**config.mk**
```make
export PLATFORM = sky130hd
export DESIGN_NAME = fraction_reduce_and_max
export DESIGN_NICKNAME = d
export VERILOG_FILES = /design/src/sv/frm_pkg.sv /design/src/sv/frm_datapath.sv /design/src/sv/frm_ctrl.sv /design/src/sv/fraction_reduce_and_max.sv
export SDC_FILE = /design/constraint.sdc
export NUM_CORES = 2
export LEC_CHECK = 0
export BUFFER_PORTS_ARGS = -buffer_cell sky130_fd_sc_hd__clkbuf_2
export CORE_ASPECT_RATIO = 0.7
export CORE_MARGIN = 10
export CORE_UTILIZATION = 40
export DETAILED_ROUTE_END_ITERATION = 16
export PLACE_DENSITY_LB_ADDON = 0.25
export SETUP_SLACK_MARGIN = 0.4
export SKIP_LAST_GASP = 1
export SLEW_MARGIN = 20
export SYNTH_ARGS = -nofsm -noshare
export SYNTH_HDL_FRONTEND = slang
export SYNTH_SLANG_ARGS = --single-unit
```
**constraint.sdc**
```tcl
create_clock -name clk -period 8.7 [get_ports clk]
set_input_delay 1.74 -clock clk [delete_from_list [all_inputs] [get_ports clk]]
set_output_delay 1.74 -clock clk [all_outputs]
set_load 0.1 [all_outputs]
```
**src/sv/frm_pkg.sv**
```systemverilog
// Package for fraction_reduce_and_max: default width, datapath commands and status, controller states.
`default_nettype none
package frm_pkg;

    localparam int unsigned VALUE_WIDTH_DEF = 32;

    // Datapath commands issued by the controller
    typedef enum logic [2:0] {
        CMD_IDLE,
        CMD_LOAD,
        CMD_GCD_STEP,
        CMD_DIV_INIT,
        CMD_DIV_STEP,
        CMD_MUL_INIT,
        CMD_MUL_STEP,
        CMD_FINISH
    } cmd_t;

    // Controller states
    typedef enum logic [3:0] {
        ST_IDLE,
        ST_LOAD,
        ST_GCD,
        ST_DIV_INIT,
        ST_DIV,
        ST_NEXT,
        ST_MUL,
        ST_FINISH,
        ST_OUT
    } state_t;

    // Status reported by the datapath
    typedef struct packed {
        logic gcd_done;
        logic div_done;
        logic mul_done;
        logic zero_den;
    } status_t;

    // Command bundle sent to the datapath
    typedef struct packed {
        cmd_t cmd;
        logic sel;
    } ctrl_t;

endpackage
`default_nettype wire

```
**src/sv/frm_datapath.sv**
```systemverilog
// Datapath for fraction reduction: binary GCD, restoring divider, shift-add multiplier.
`default_nettype none
module frm_datapath #(
    parameter int unsigned VALUE_WIDTH = frm_pkg::VALUE_WIDTH_DEF
) (
    input  wire logic                          clk,
    input  wire frm_pkg::ctrl_t                ctrl,
    output frm_pkg::status_t                   status,
    input  wire logic signed [VALUE_WIDTH-1:0] num_first,
    input  wire logic signed [VALUE_WIDTH-1:0] den_first,
    input  wire logic signed [VALUE_WIDTH-1:0] num_second,
    input  wire logic signed [VALUE_WIDTH-1:0] den_second,
    output logic signed [VALUE_WIDTH-1:0]      max_num,
    output logic [VALUE_WIDTH-2:0]             max_den,
    output logic                               second_chosen,
    output logic                               zero_den_error
);
    localparam int unsigned W  = VALUE_WIDTH;
    localparam int unsigned W2 = 2 * VALUE_WIDTH;
    localparam int unsigned CW = $clog2(W2 + 1);
    localparam int unsigned SW = $clog2(W + 1);
    localparam logic [W-1:0] LIM = {1'b0, {(W-1){1'b1}}};

    // Magnitudes (W bits hold 2^(W-1)) and signs of both fractions
    logic [W-1:0] mn_reg [2];
    logic [W-1:0] mn_next [2];
    logic [W-1:0] md_reg [2];
    logic [W-1:0] md_next [2];
    logic         neg_reg [2];
    logic         neg_next [2];
    // GCD registers
    logic [W-1:0] ga_reg, ga_next, gb_reg, gb_next;
    logic [SW-1:0] gk_reg, gk_next;
    logic [W-1:0] g_reg, g_next;
    // Divider
    logic [W-1:0] q_reg, q_next, r_reg, r_next, dv_reg, dv_next;
    logic [CW-1:0] cnt_reg, cnt_next;
    logic         dpart_reg, dpart_next;
    // Multiplier: a * b accumulated, two products
    logic [W2-1:0] acc_reg, acc_next, mc_reg, mc_next;
    logic [W-1:0]  mp_reg, mp_next;
    logic [W2-1:0] p1_reg, p1_next;
    logic          mph_reg, mph_next;
    logic          zero_reg, zero_next;
    logic signed [W-1:0] on_reg, on_next;
    logic [W-2:0]  od_reg, od_next;
    logic          sc_reg, sc_next;

    logic [W:0]    rtrial;
    logic          ge;
    logic [W-1:0]  gdiff;
    logic          s1, s2, sec;
    logic [W-1:0]  rnm, rdm;
    logic          rng;

    function automatic logic [W-1:0] absv(input logic [W-1:0] v);
        absv = v[W-1] ? (~v + 1'b1) : v;
    endfunction

    assign status.gcd_done = (gb_reg == '0);
    assign status.div_done = (cnt_reg == '0);
    assign status.mul_done = (cnt_reg == '0);
    assign status.zero_den = zero_reg;

    assign rtrial = {r_reg, q_reg[W-1]} - {1'b0, dv_reg};
    assign gdiff  = (ga_reg > gb_reg) ? ga_reg - gb_reg : gb_reg - ga_reg;

    always_comb
    begin
        for (int i = 0; i < 2; i++)
        begin
            mn_next[i]  = mn_reg[i];
            md_next[i]  = md_reg[i];
            neg_next[i] = neg_reg[i];
        end
        ga_next = ga_reg; gb_next = gb_reg; gk_next = gk_reg; g_next = g_reg;
        q_next = q_reg; r_next = r_reg; dv_next = dv_reg; cnt_next = cnt_reg;
        dpart_next = dpart_reg;
        acc_next = acc_reg; mc_next = mc_reg; mp_next = mp_reg; p1_next = p1_reg;
        mph_next = mph_reg; zero_next = zero_reg;
        on_next = on_reg; od_next = od_reg; sc_next = sc_reg;
        s1 = 1'b0; s2 = 1'b0; sec = 1'b0; rnm = '0; rdm = '0; rng = 1'b0; ge = 1'b0;
        unique case (ctrl.cmd)
            frm_pkg::CMD_LOAD:
            begin
                // Capture magnitudes and signs; sign goes to the numerator
                mn_next[0]  = absv(num_first);
                md_next[0]  = absv(den_first);
                neg_next[0] = (num_first[W-1] ^ den_first[W-1]) && (num_first != '0);
                mn_next[1]  = absv(num_second);
                md_next[1]  = absv(den_second);
                neg_next[1] = (num_second[W-1] ^ den_second[W-1]) && (num_second != '0);
                zero_next   = (den_first == '0) || (den_second == '0);
                ga_next = absv(num_first);
                gb_next = absv(den_first);
                gk_next = '0;
                dpart_next = 1'b0;
            end
            frm_pkg::CMD_GCD_STEP:
            begin
                // One binary GCD step; gb reaches zero when done
                if (ga_reg == '0)
                begin
                    ga_next = gb_reg;
                    gb_next = '0;
                end
                else if (gb_reg == '0)
                begin
                    gb_next = '0;
                end
                else if (!ga_reg[0] && !gb_reg[0])
                begin
                    ga_next = ga_reg >> 1;
                    gb_next = gb_reg >> 1;
                    gk_next = gk_reg + 1'b1;
                end
                else if (!ga_reg[0])
                    ga_next = ga_reg >> 1;
                else if (!gb_reg[0])
                    gb_next = gb_reg >> 1;
                else
                begin
                    ga_next = (ga_reg < gb_reg) ? ga_reg : gb_reg;
                    gb_next = gdiff;
                end
                if (gb_next == '0)
                    g_next = ga_next << gk_next;
            end
            frm_pkg::CMD_DIV_INIT:
            begin
                // Divide numerator (part 0) or denominator (part 1) by the GCD
                q_next  = dpart_reg ? md_reg[ctrl.sel] : mn_reg[ctrl.sel];
                r_next  = '0;
                dv_next = g_reg;
                cnt_next = CW'(W);
            end
            frm_pkg::CMD_DIV_STEP:
            begin
                ge = !rtrial[W];
                r_next = ge ? rtrial[W-1:0] : {r_reg[W-2:0], q_reg[W-1]};
                q_next = {q_reg[W-2:0], ge};
                cnt_next = cnt_reg - 1'b1;
                if (cnt_reg == CW'(1))
                begin
                    if (dpart_reg)
                        md_next[ctrl.sel] = {q_reg[W-2:0], ge};
                    else
                        mn_next[ctrl.sel] = {q_reg[W-2:0], ge};
                    dpart_next = !dpart_reg;
                    if (dpart_reg && !ctrl.sel)
                    begin
                        ga_next = mn_reg[1];
                        gb_next = md_reg[1];
                        gk_next = '0;
                    end
                end
            end
            frm_pkg::CMD_MUL_INIT:
            begin
                // Start first cross-product |n1|*d2
                acc_next = '0;
                mc_next  = W2'(mn_reg[0]);
                mp_next  = md_reg[1];
                cnt_next = CW'(W);
                mph_next = 1'b0;
            end
            frm_pkg::CMD_MUL_STEP:
            begin
                // Shift-add: one multiplier bit per cycle, two products in turn
                if (mp_reg[0])
                    acc_next = acc_reg + mc_reg;
                mc_next  = mc_reg << 1;
                mp_next  = mp_reg >> 1;
                cnt_next = cnt_reg - 1'b1;
                if (cnt_reg == CW'(1) && !mph_reg)
                begin
                    p1_next  = acc_next;
                    acc_next = '0;
                    mc_next  = W2'(mn_reg[1]);
                    mp_next  = md_reg[0];
                    cnt_next = CW'(W);
                    mph_next = 1'b1;
                end
            end
            frm_pkg::CMD_FINISH:
            begin
                // Compare signed cross-products and saturate the winner
                s1 = neg_reg[0] && (p1_reg != '0);
                s2 = neg_reg[1] && (acc_reg != '0);
                if (s1 != s2)
                    sec = s1;
                else if (s1)
                    sec = acc_reg < p1_reg;
                else
                    sec = acc_reg > p1_reg;
                rnm = sec ? mn_reg[1] : mn_reg[0];
                rdm = sec ? md_reg[1] : md_reg[0];
                rng = sec ? neg_reg[1] : neg_reg[0];
                if (rnm > LIM)
                    rnm = LIM;
                if (rdm > LIM)
                    rdm = LIM;
                if (zero_reg)
                begin
                    on_next = '0; od_next = '0; sc_next = 1'b0;
                end
                else
                begin
                    on_next = rng ? -$signed(rnm) : $signed(rnm);
                    od_next = rdm[W-2:0];
                    sc_next = sec;
                end
            end
            default:
            begin
            end
        endcase
    end

    always_ff @(posedge clk)
    begin
        for (int i = 0; i < 2; i++)
        begin
            mn_reg[i]  <= mn_next[i];
            md_reg[i]  <= md_next[i];
            neg_reg[i] <= neg_next[i];
        end
        ga_reg <= ga_next; gb_reg <= gb_next; gk_reg <= gk_next; g_reg <= g_next;
        q_reg <= q_next; r_reg <= r_next; dv_reg <= dv_next; cnt_reg <= cnt_next;
        dpart_reg <= dpart_next;
        acc_reg <= acc_next; mc_reg <= mc_next; mp_reg <= mp_next; p1_reg <= p1_next;
        mph_reg <= mph_next; zero_reg <= zero_next;
        on_reg <= on_next; od_reg <= od_next; sc_reg <= sc_next;
    end

    assign max_num        = on_reg;
    assign max_den        = od_reg;
    assign second_chosen  = sc_reg;
    assign zero_den_error = zero_reg;
endmodule
`default_nettype wire

```
**src/sv/frm_ctrl.sv**
```systemverilog
// Controller state machine sequencing GCD, division and multiplication.
`default_nettype none
module frm_ctrl (
    input  wire logic             clk,
    input  wire logic             rst_n,
    input  wire logic             in_valid,
    output logic                  in_ready,
    output logic                  out_valid,
    input  wire logic             out_ready,
    input  wire frm_pkg::status_t status,
    output frm_pkg::ctrl_t        ctrl
);
    frm_pkg::state_t state_reg, state_next;
    logic sel_reg, sel_next, part_reg, part_next;

    // Hold state
    always_ff @(posedge clk or negedge rst_n)
    begin
        if (!rst_n)
        begin
            state_reg <= frm_pkg::ST_IDLE;
            sel_reg   <= 1'b0;
            part_reg  <= 1'b0;
        end
        else
        begin
            state_reg <= state_next;
            sel_reg   <= sel_next;
            part_reg  <= part_next;
        end
    end

    // Advance through the phases of one item
    always_comb
    begin
        state_next = state_reg;
        sel_next   = sel_reg;
        part_next  = part_reg;
        ctrl.cmd   = frm_pkg::CMD_IDLE;
        ctrl.sel   = sel_reg;
        in_ready   = 1'b0;
        out_valid  = 1'b0;
        unique case (state_reg)
            frm_pkg::ST_IDLE:
            begin
                in_ready = 1'b1;
                if (in_valid)
                begin
                    ctrl.cmd   = frm_pkg::CMD_LOAD;
                    state_next = frm_pkg::ST_LOAD;
                end
            end
            frm_pkg::ST_LOAD:
            begin
                sel_next   = 1'b0;
                part_next  = 1'b0;
                state_next = status.zero_den ? frm_pkg::ST_FINISH : frm_pkg::ST_GCD;
            end
            frm_pkg::ST_GCD:
            begin
                if (status.gcd_done)
                    state_next = frm_pkg::ST_DIV_INIT;
                else
                    ctrl.cmd = frm_pkg::CMD_GCD_STEP;
            end
            frm_pkg::ST_DIV_INIT:
            begin
                ctrl.cmd   = frm_pkg::CMD_DIV_INIT;
                state_next = frm_pkg::ST_DIV;
            end
            frm_pkg::ST_DIV:
            begin
                ctrl.cmd = frm_pkg::CMD_DIV_STEP;
                if (status.div_done)
                begin
                    ctrl.cmd   = frm_pkg::CMD_IDLE;
                    state_next = frm_pkg::ST_NEXT;
                end
            end
            frm_pkg::ST_NEXT:
            begin
                // Choose the next division or move on
                part_next = !part_reg;
                if (!part_reg)
                    state_next = frm_pkg::ST_DIV_INIT;
                else if (!sel_reg)
                begin
                    sel_next   = 1'b1;
                    state_next = frm_pkg::ST_GCD;
                end
                else
                begin
                    ctrl.cmd   = frm_pkg::CMD_MUL_INIT;
                    state_next = frm_pkg::ST_MUL;
                end
            end
            frm_pkg::ST_MUL:
            begin
                ctrl.cmd = frm_pkg::CMD_MUL_STEP;
                if (status.mul_done)
                begin
                    ctrl.cmd   = frm_pkg::CMD_IDLE;
                    state_next = frm_pkg::ST_FINISH;
                end
            end
            frm_pkg::ST_FINISH:
            begin
                ctrl.cmd   = frm_pkg::CMD_FINISH;
                state_next = frm_pkg::ST_OUT;
            end
            frm_pkg::ST_OUT:
            begin
                out_valid = 1'b1;
                if (out_ready)
                    state_next = frm_pkg::ST_IDLE;
            end
            default:
                state_next = frm_pkg::ST_IDLE;
        endcase
    end
endmodule
`default_nettype wire

```
**src/sv/fraction_reduce_and_max.sv**
```systemverilog
// Top level of fraction_reduce_and_max: controller, datapath and checks.
// Usage:
//   Input channel (in_valid/in_ready) carries two signed fractions; output
//   channel (out_valid/out_ready) returns the larger reduced fraction, a flag
//   for the second being strictly larger, and a zero-denominator error flag.
//   One item is processed at a time. Each fraction takes a binary GCD plus
//   two restoring divisions; the comparison runs two shift-add
//   multiplications. The number of GCD steps depends on the operands; the
//   shared divider and multiplier step one bit per cycle.
//   A zero denominator skips the arithmetic and goes straight to the result.
//   Reset returns the controller to idle, ready for an item; no result pends.
//   The result stays held while the receiver stalls; no new item is taken
//   until it is delivered, and the next item can be accepted in the cycle after.
`default_nettype none
module fraction_reduce_and_max #(
    parameter int unsigned VALUE_WIDTH = frm_pkg::VALUE_WIDTH_DEF
) (
    input  wire logic                          clk,
    input  wire logic                          rst_n,
    input  wire logic                          in_valid,
    output logic                               in_ready,
    input  wire logic signed [VALUE_WIDTH-1:0] num_first,
    input  wire logic signed [VALUE_WIDTH-1:0] den_first,
    input  wire logic signed [VALUE_WIDTH-1:0] num_second,
    input  wire logic signed [VALUE_WIDTH-1:0] den_second,
    output logic                               out_valid,
    input  wire logic                          out_ready,
    output logic signed [VALUE_WIDTH-1:0]      max_num,
    output logic [VALUE_WIDTH-2:0]             max_den,
    output logic                               second_chosen,
    output logic                               zero_den_error
);
    frm_pkg::ctrl_t   ctrl;
    frm_pkg::status_t status;

    frm_ctrl u_ctrl (
        .clk(clk), .rst_n(rst_n), .in_valid(in_valid), .in_ready(in_ready),
        .out_valid(out_valid), .out_ready(out_ready), .status(status), .ctrl(ctrl)
    );

    frm_datapath #(.VALUE_WIDTH(VALUE_WIDTH)) u_dp (
        .clk(clk), .ctrl(ctrl), .status(status),
        .num_first(num_first), .den_first(den_first),
        .num_second(num_second), .den_second(den_second),
        .max_num(max_num), .max_den(max_den),
        .second_chosen(second_chosen), .zero_den_error(zero_den_error)
    );

    // Never accept while a result is offered
    a_excl: assert property (@(posedge clk) disable iff (!rst_n)
        !(in_ready && out_valid))
        else $error("input ready while result pending");

    // An error result is all zero
    a_err: assert property (@(posedge clk) disable iff (!rst_n)
        (out_valid && zero_den_error) |-> (max_den == '0 && !second_chosen))
        else $error("error result not cleared");

    // Valid results carry a nonzero denominator
    a_den: assert property (@(posedge clk) disable iff (!rst_n)
        (out_valid && !zero_den_error) |-> (max_den != '0))
        else $error("zero denominator in result");
endmodule
`default_nettype wire

```
==> run summary <==
Hold Crit Class: register to register
Final HPWL DP: 135100 um
Die W: 423.1 um
minimum clock period: 7.025 ns
Synth cell types: 97
Worst Setup Start Kind: register
RSZ-0062 raised after global routing: no
num rows: 103
Final nets: 5239
EDFF count, synth: 626
final slew viol count: 0
routed vias/inst: 6.329
Crit path top cell by count: nor2_1
PD cells: 429.0 mW/mm^2
Post-Layout Cell Count: 6452
first-pass GRT wire length: 259800 um
CP Data Arrival Time: 7.39 ns
cts repair resizes: 0
R2R cell count: 23
initial antenna violation count: 19
final WL: 178000 um
CTS tree: built
total CTS buffers: 68
async set-or-reset flop fraction in the synthesized netlist: 0.9494%
Synth Register Bits: 632
CP Class: register to register
Area contributors post-synth: edfxtp_1, ha_1, nand2_1, o21ai_0, a21oi_1
die span in y: 302.2 um
Worst EP required: 9.07 ns
cell with the largest stage delay on the worst path: a2111oi_0
fmax: 142.3 MHz
commonest cells after routing, fill and taps aside: edfxtp_1, nand2_1, o21ai_0
Initial Util: 40.30%
sequential fraction of the synthesis area: 41.65%
hold path startpoint: u_dp.g_reg[12]$_SDFFCE_PP0P_
vias in the first global route: 37660
GRT Total Usage: 26.73%
share of cells above drive strength 1: 11.15%
Critical path buffers and inverters: 0
Synth Flop Type: edfxtp_1
Post-Syn Instances: 4800
Slew Limit Headroom: 9.378%
Lkg Pwr: 19.06 nW
full die area: 0.1278 mm^2
setup_tns: 0 ns
worst setup margin: 1.675 ns
Sink Count: 632
placed cell count: 6321
crit-path max FO: 9
first-iteration detailed-routing DRC count: 6256
CP Capture Type: register
max-cap violation count: 0
P&R area growth vs syn: 10.63%
Hold Path End: u_dp.dv_reg[12]$_DFFE_PN_
peak supply drop: 0.3057 mV
I/O pins: 199
RR Endpoint: u_dp.max_num[30]$_SDFFCE_PP0N_
cell depth of the worst hold path: 0
Clk pin slew, worst setup/hold paths: 0.06 ns
routed vias: 40840
syn_area_per_cell: 9.478 um^2
Final period util: 80.75%
CP delay by family, top: compound AO/OA/AOI/OAI gates
Synth area leader: edfxtp_1
RR Startpoint: u_dp.acc_reg[19]$_SDFFCE_PP0P_
Core Box Area: 0.1129 mm^2
clk root buf: clkbuf_16
Cell Area, Synth: 0.04549 mm^2
commonest non-fill, non-tap cell in the layout: edfxtp_1
clock insertion delay at the later pin of the skew report: 0.67 ns
CP max stage delay: 0.59 ns
input/output buffers: 198
DRC: 0
Synth top area share: 41.32%
Syn. warnings: 0
GRT overflow: 0
hold slack final: 0.4137 ns
GPL Wtd Cong: 1.013
post-place setup slack: 1.890 ns
clk buf depth: 3
outcome: finished clean
Slew @ Worst Pin: 1.347 ns
Setup Buffers After CTS: 0
Fin. Hold Viols: 0
DRT antenna net count: 0
Avg WL per Cell: 27.59 um
crit-path cells: ha_1 > a41oi_1 > o21ai_0 > a221oi_1 > o221ai_1 > a2111oi_0 > o221ai_1 > a21oi_1 > nor2_4 > or3_1 > o31ai_1 > ha_1 > nor3b_1 > nand3b_1 > or3_1 > or3b_2 > nor2_1 > nand2_1 > nor2_1 > mux2i_1 > o31ai_1 > xor2_1 > nor2_1
H-tree Lvls: 3
Post-Route Skew: 0.03478 ns
Final setup viols: 0
router iterations before antenna repair: 7
Mapped Nets: 5167
pin count of the biggest net entering global routing: 151
Post-CTS Hold Buffers: 0
setup slack, reg-to-reg: 1.67 ns
-- report_power, final --
group	switching, mW	internal [mW]
Combinational	8.80	4.13
Clock	1.36	1.64
Sequential	0.954	4.70
-- stage by stage --
step / total power [mW] / utilization (%) / area [um^2]
after floorplan: 13.67 / - / 45490
after global placement: 17.89 / 42.56 / 48050
after detailed placement: 17.90 / 42.56 / 48050
after CTS: 20.95 / 44.50 / 50240
after global routing: 22.57 / 44.58 / 50330
final: 21.59 / 44.58 / 50330
-- Yosys cell counts, drive strengths merged (37+ instances only) --
| master | number |
|---|---|
| o211ai | 45 |
| nand4 | 63 |
| mux2 | 63 |
| nand2 | 564 |
| nand3 | 103 |
| o22ai | 41 |
| or4 | 37 |
| o31ai | 49 |
| inv | 234 |
| nor2 | 296 |
| a31oi | 66 |
| clkbuf | 221 |
| xor2 | 163 |
| a21o | 111 |
| or3 | 64 |
| ha | 231 |
| edfxtp | 626 |
| buf | 55 |
| nor3 | 91 |
| and2 | 112 |
| xnor2 | 88 |
| a221o | 48 |
| a21oi | 315 |
| a211oi | 40 |
| mux2i | 124 |
| mux4 | 39 |
| nor4 | 82 |
| o21ai | 392 |
-- how the worst max path moves through the flow --
stage	depth (start not counted)	from	endpoint	slack (ns)
3_3_place_gp	23	u_dp.acc_reg[19]$_SDFFCE_PP0P_	u_dp.max_num[30]$_SDFFCE_PP0N_	2.07
6_report	23	u_dp.acc_reg[19]$_SDFFCE_PP0P_	u_dp.max_num[30]$_SDFFCE_PP0N_	1.67
2_1_floorplan	4	u_ctrl.state_reg[1]$_DFFE_PN0P_	u_dp.ga_reg[0]$_DFFE_PP_	0.81
3_5_place_dp	23	u_dp.acc_reg[19]$_SDFFCE_PP0P_	u_dp.max_num[30]$_SDFFCE_PP0N_	1.89
5_1_grt	23	u_dp.acc_reg[19]$_SDFFCE_PP0P_	u_dp.max_num[30]$_SDFFCE_PP0N_	1.20
4_1_cts	23	u_dp.acc_reg[19]$_SDFFCE_PP0P_	u_dp.max_num[30]$_SDFFCE_PP0N_	1.82
-- layer usage --
layer	wire [um]	GRT usage, %	part of all wire (%)	vias up
li1	-	-	-	18250
met5	72	0	0.040	-
met4	7369	10.13	4.1	10
met3	22240	7.696	12	330
met2	69870	35.88	39	2561
met1	78480	39.81	44	19680
-- logic make-up (layout without fill, tap and decap cells) --
group           after synthesis  in the layout  share of synthesized area [%]
compound gates             1402           1402                          20.04
xor+xnor                    251            251                          4.832
fa+ha+maj                   235            235                          6.529
buf+inv                     512            634                          4.411
flops                       632            632                          41.65
mux                         226            226                          6.226
other cells                   0              8                              0
simple gates               1542           1542                          16.32
-- worst reg2reg max path, cell delays in order, from the launching register on --
cell and delay (ns):
edfxtp_1 0.45, ha_1 0.35, a41oi_1 0.21, o21ai_0 0.18, a221oi_1 0.33, o221ai_1 0.24, a2111oi_0 0.59, o221ai_1 0.52
a21oi_1 0.45, nor2_4 0.15, or3_1 0.35, o31ai_1 0.11, ha_1 0.24, nor3b_1 0.37, nand3b_1 0.14, or3_1 0.40
or3b_2 0.55, nor2_1 0.18, nand2_1 0.12, nor2_1 0.20, mux2i_1 0.11, o31ai_1 0.29, xor2_1 0.17, nor2_1 0.05
-- area by class of cell --
class | count | area (um^2)
Antenna cell | 8 | 20.02
Timing Repair Buffer | 278 | 1637
Inverter | 236 | 885.9
Tap cell | 1522 | 1904
Fill cell | 10980 | 62560
Clock inverter | 44 | 436.7
Multi-Input combinational cell | 3656 | 24750
Clock buffer | 76 | 1753
Sequential cell | 632 | 18950
Power figures use the tool's default switching activity.
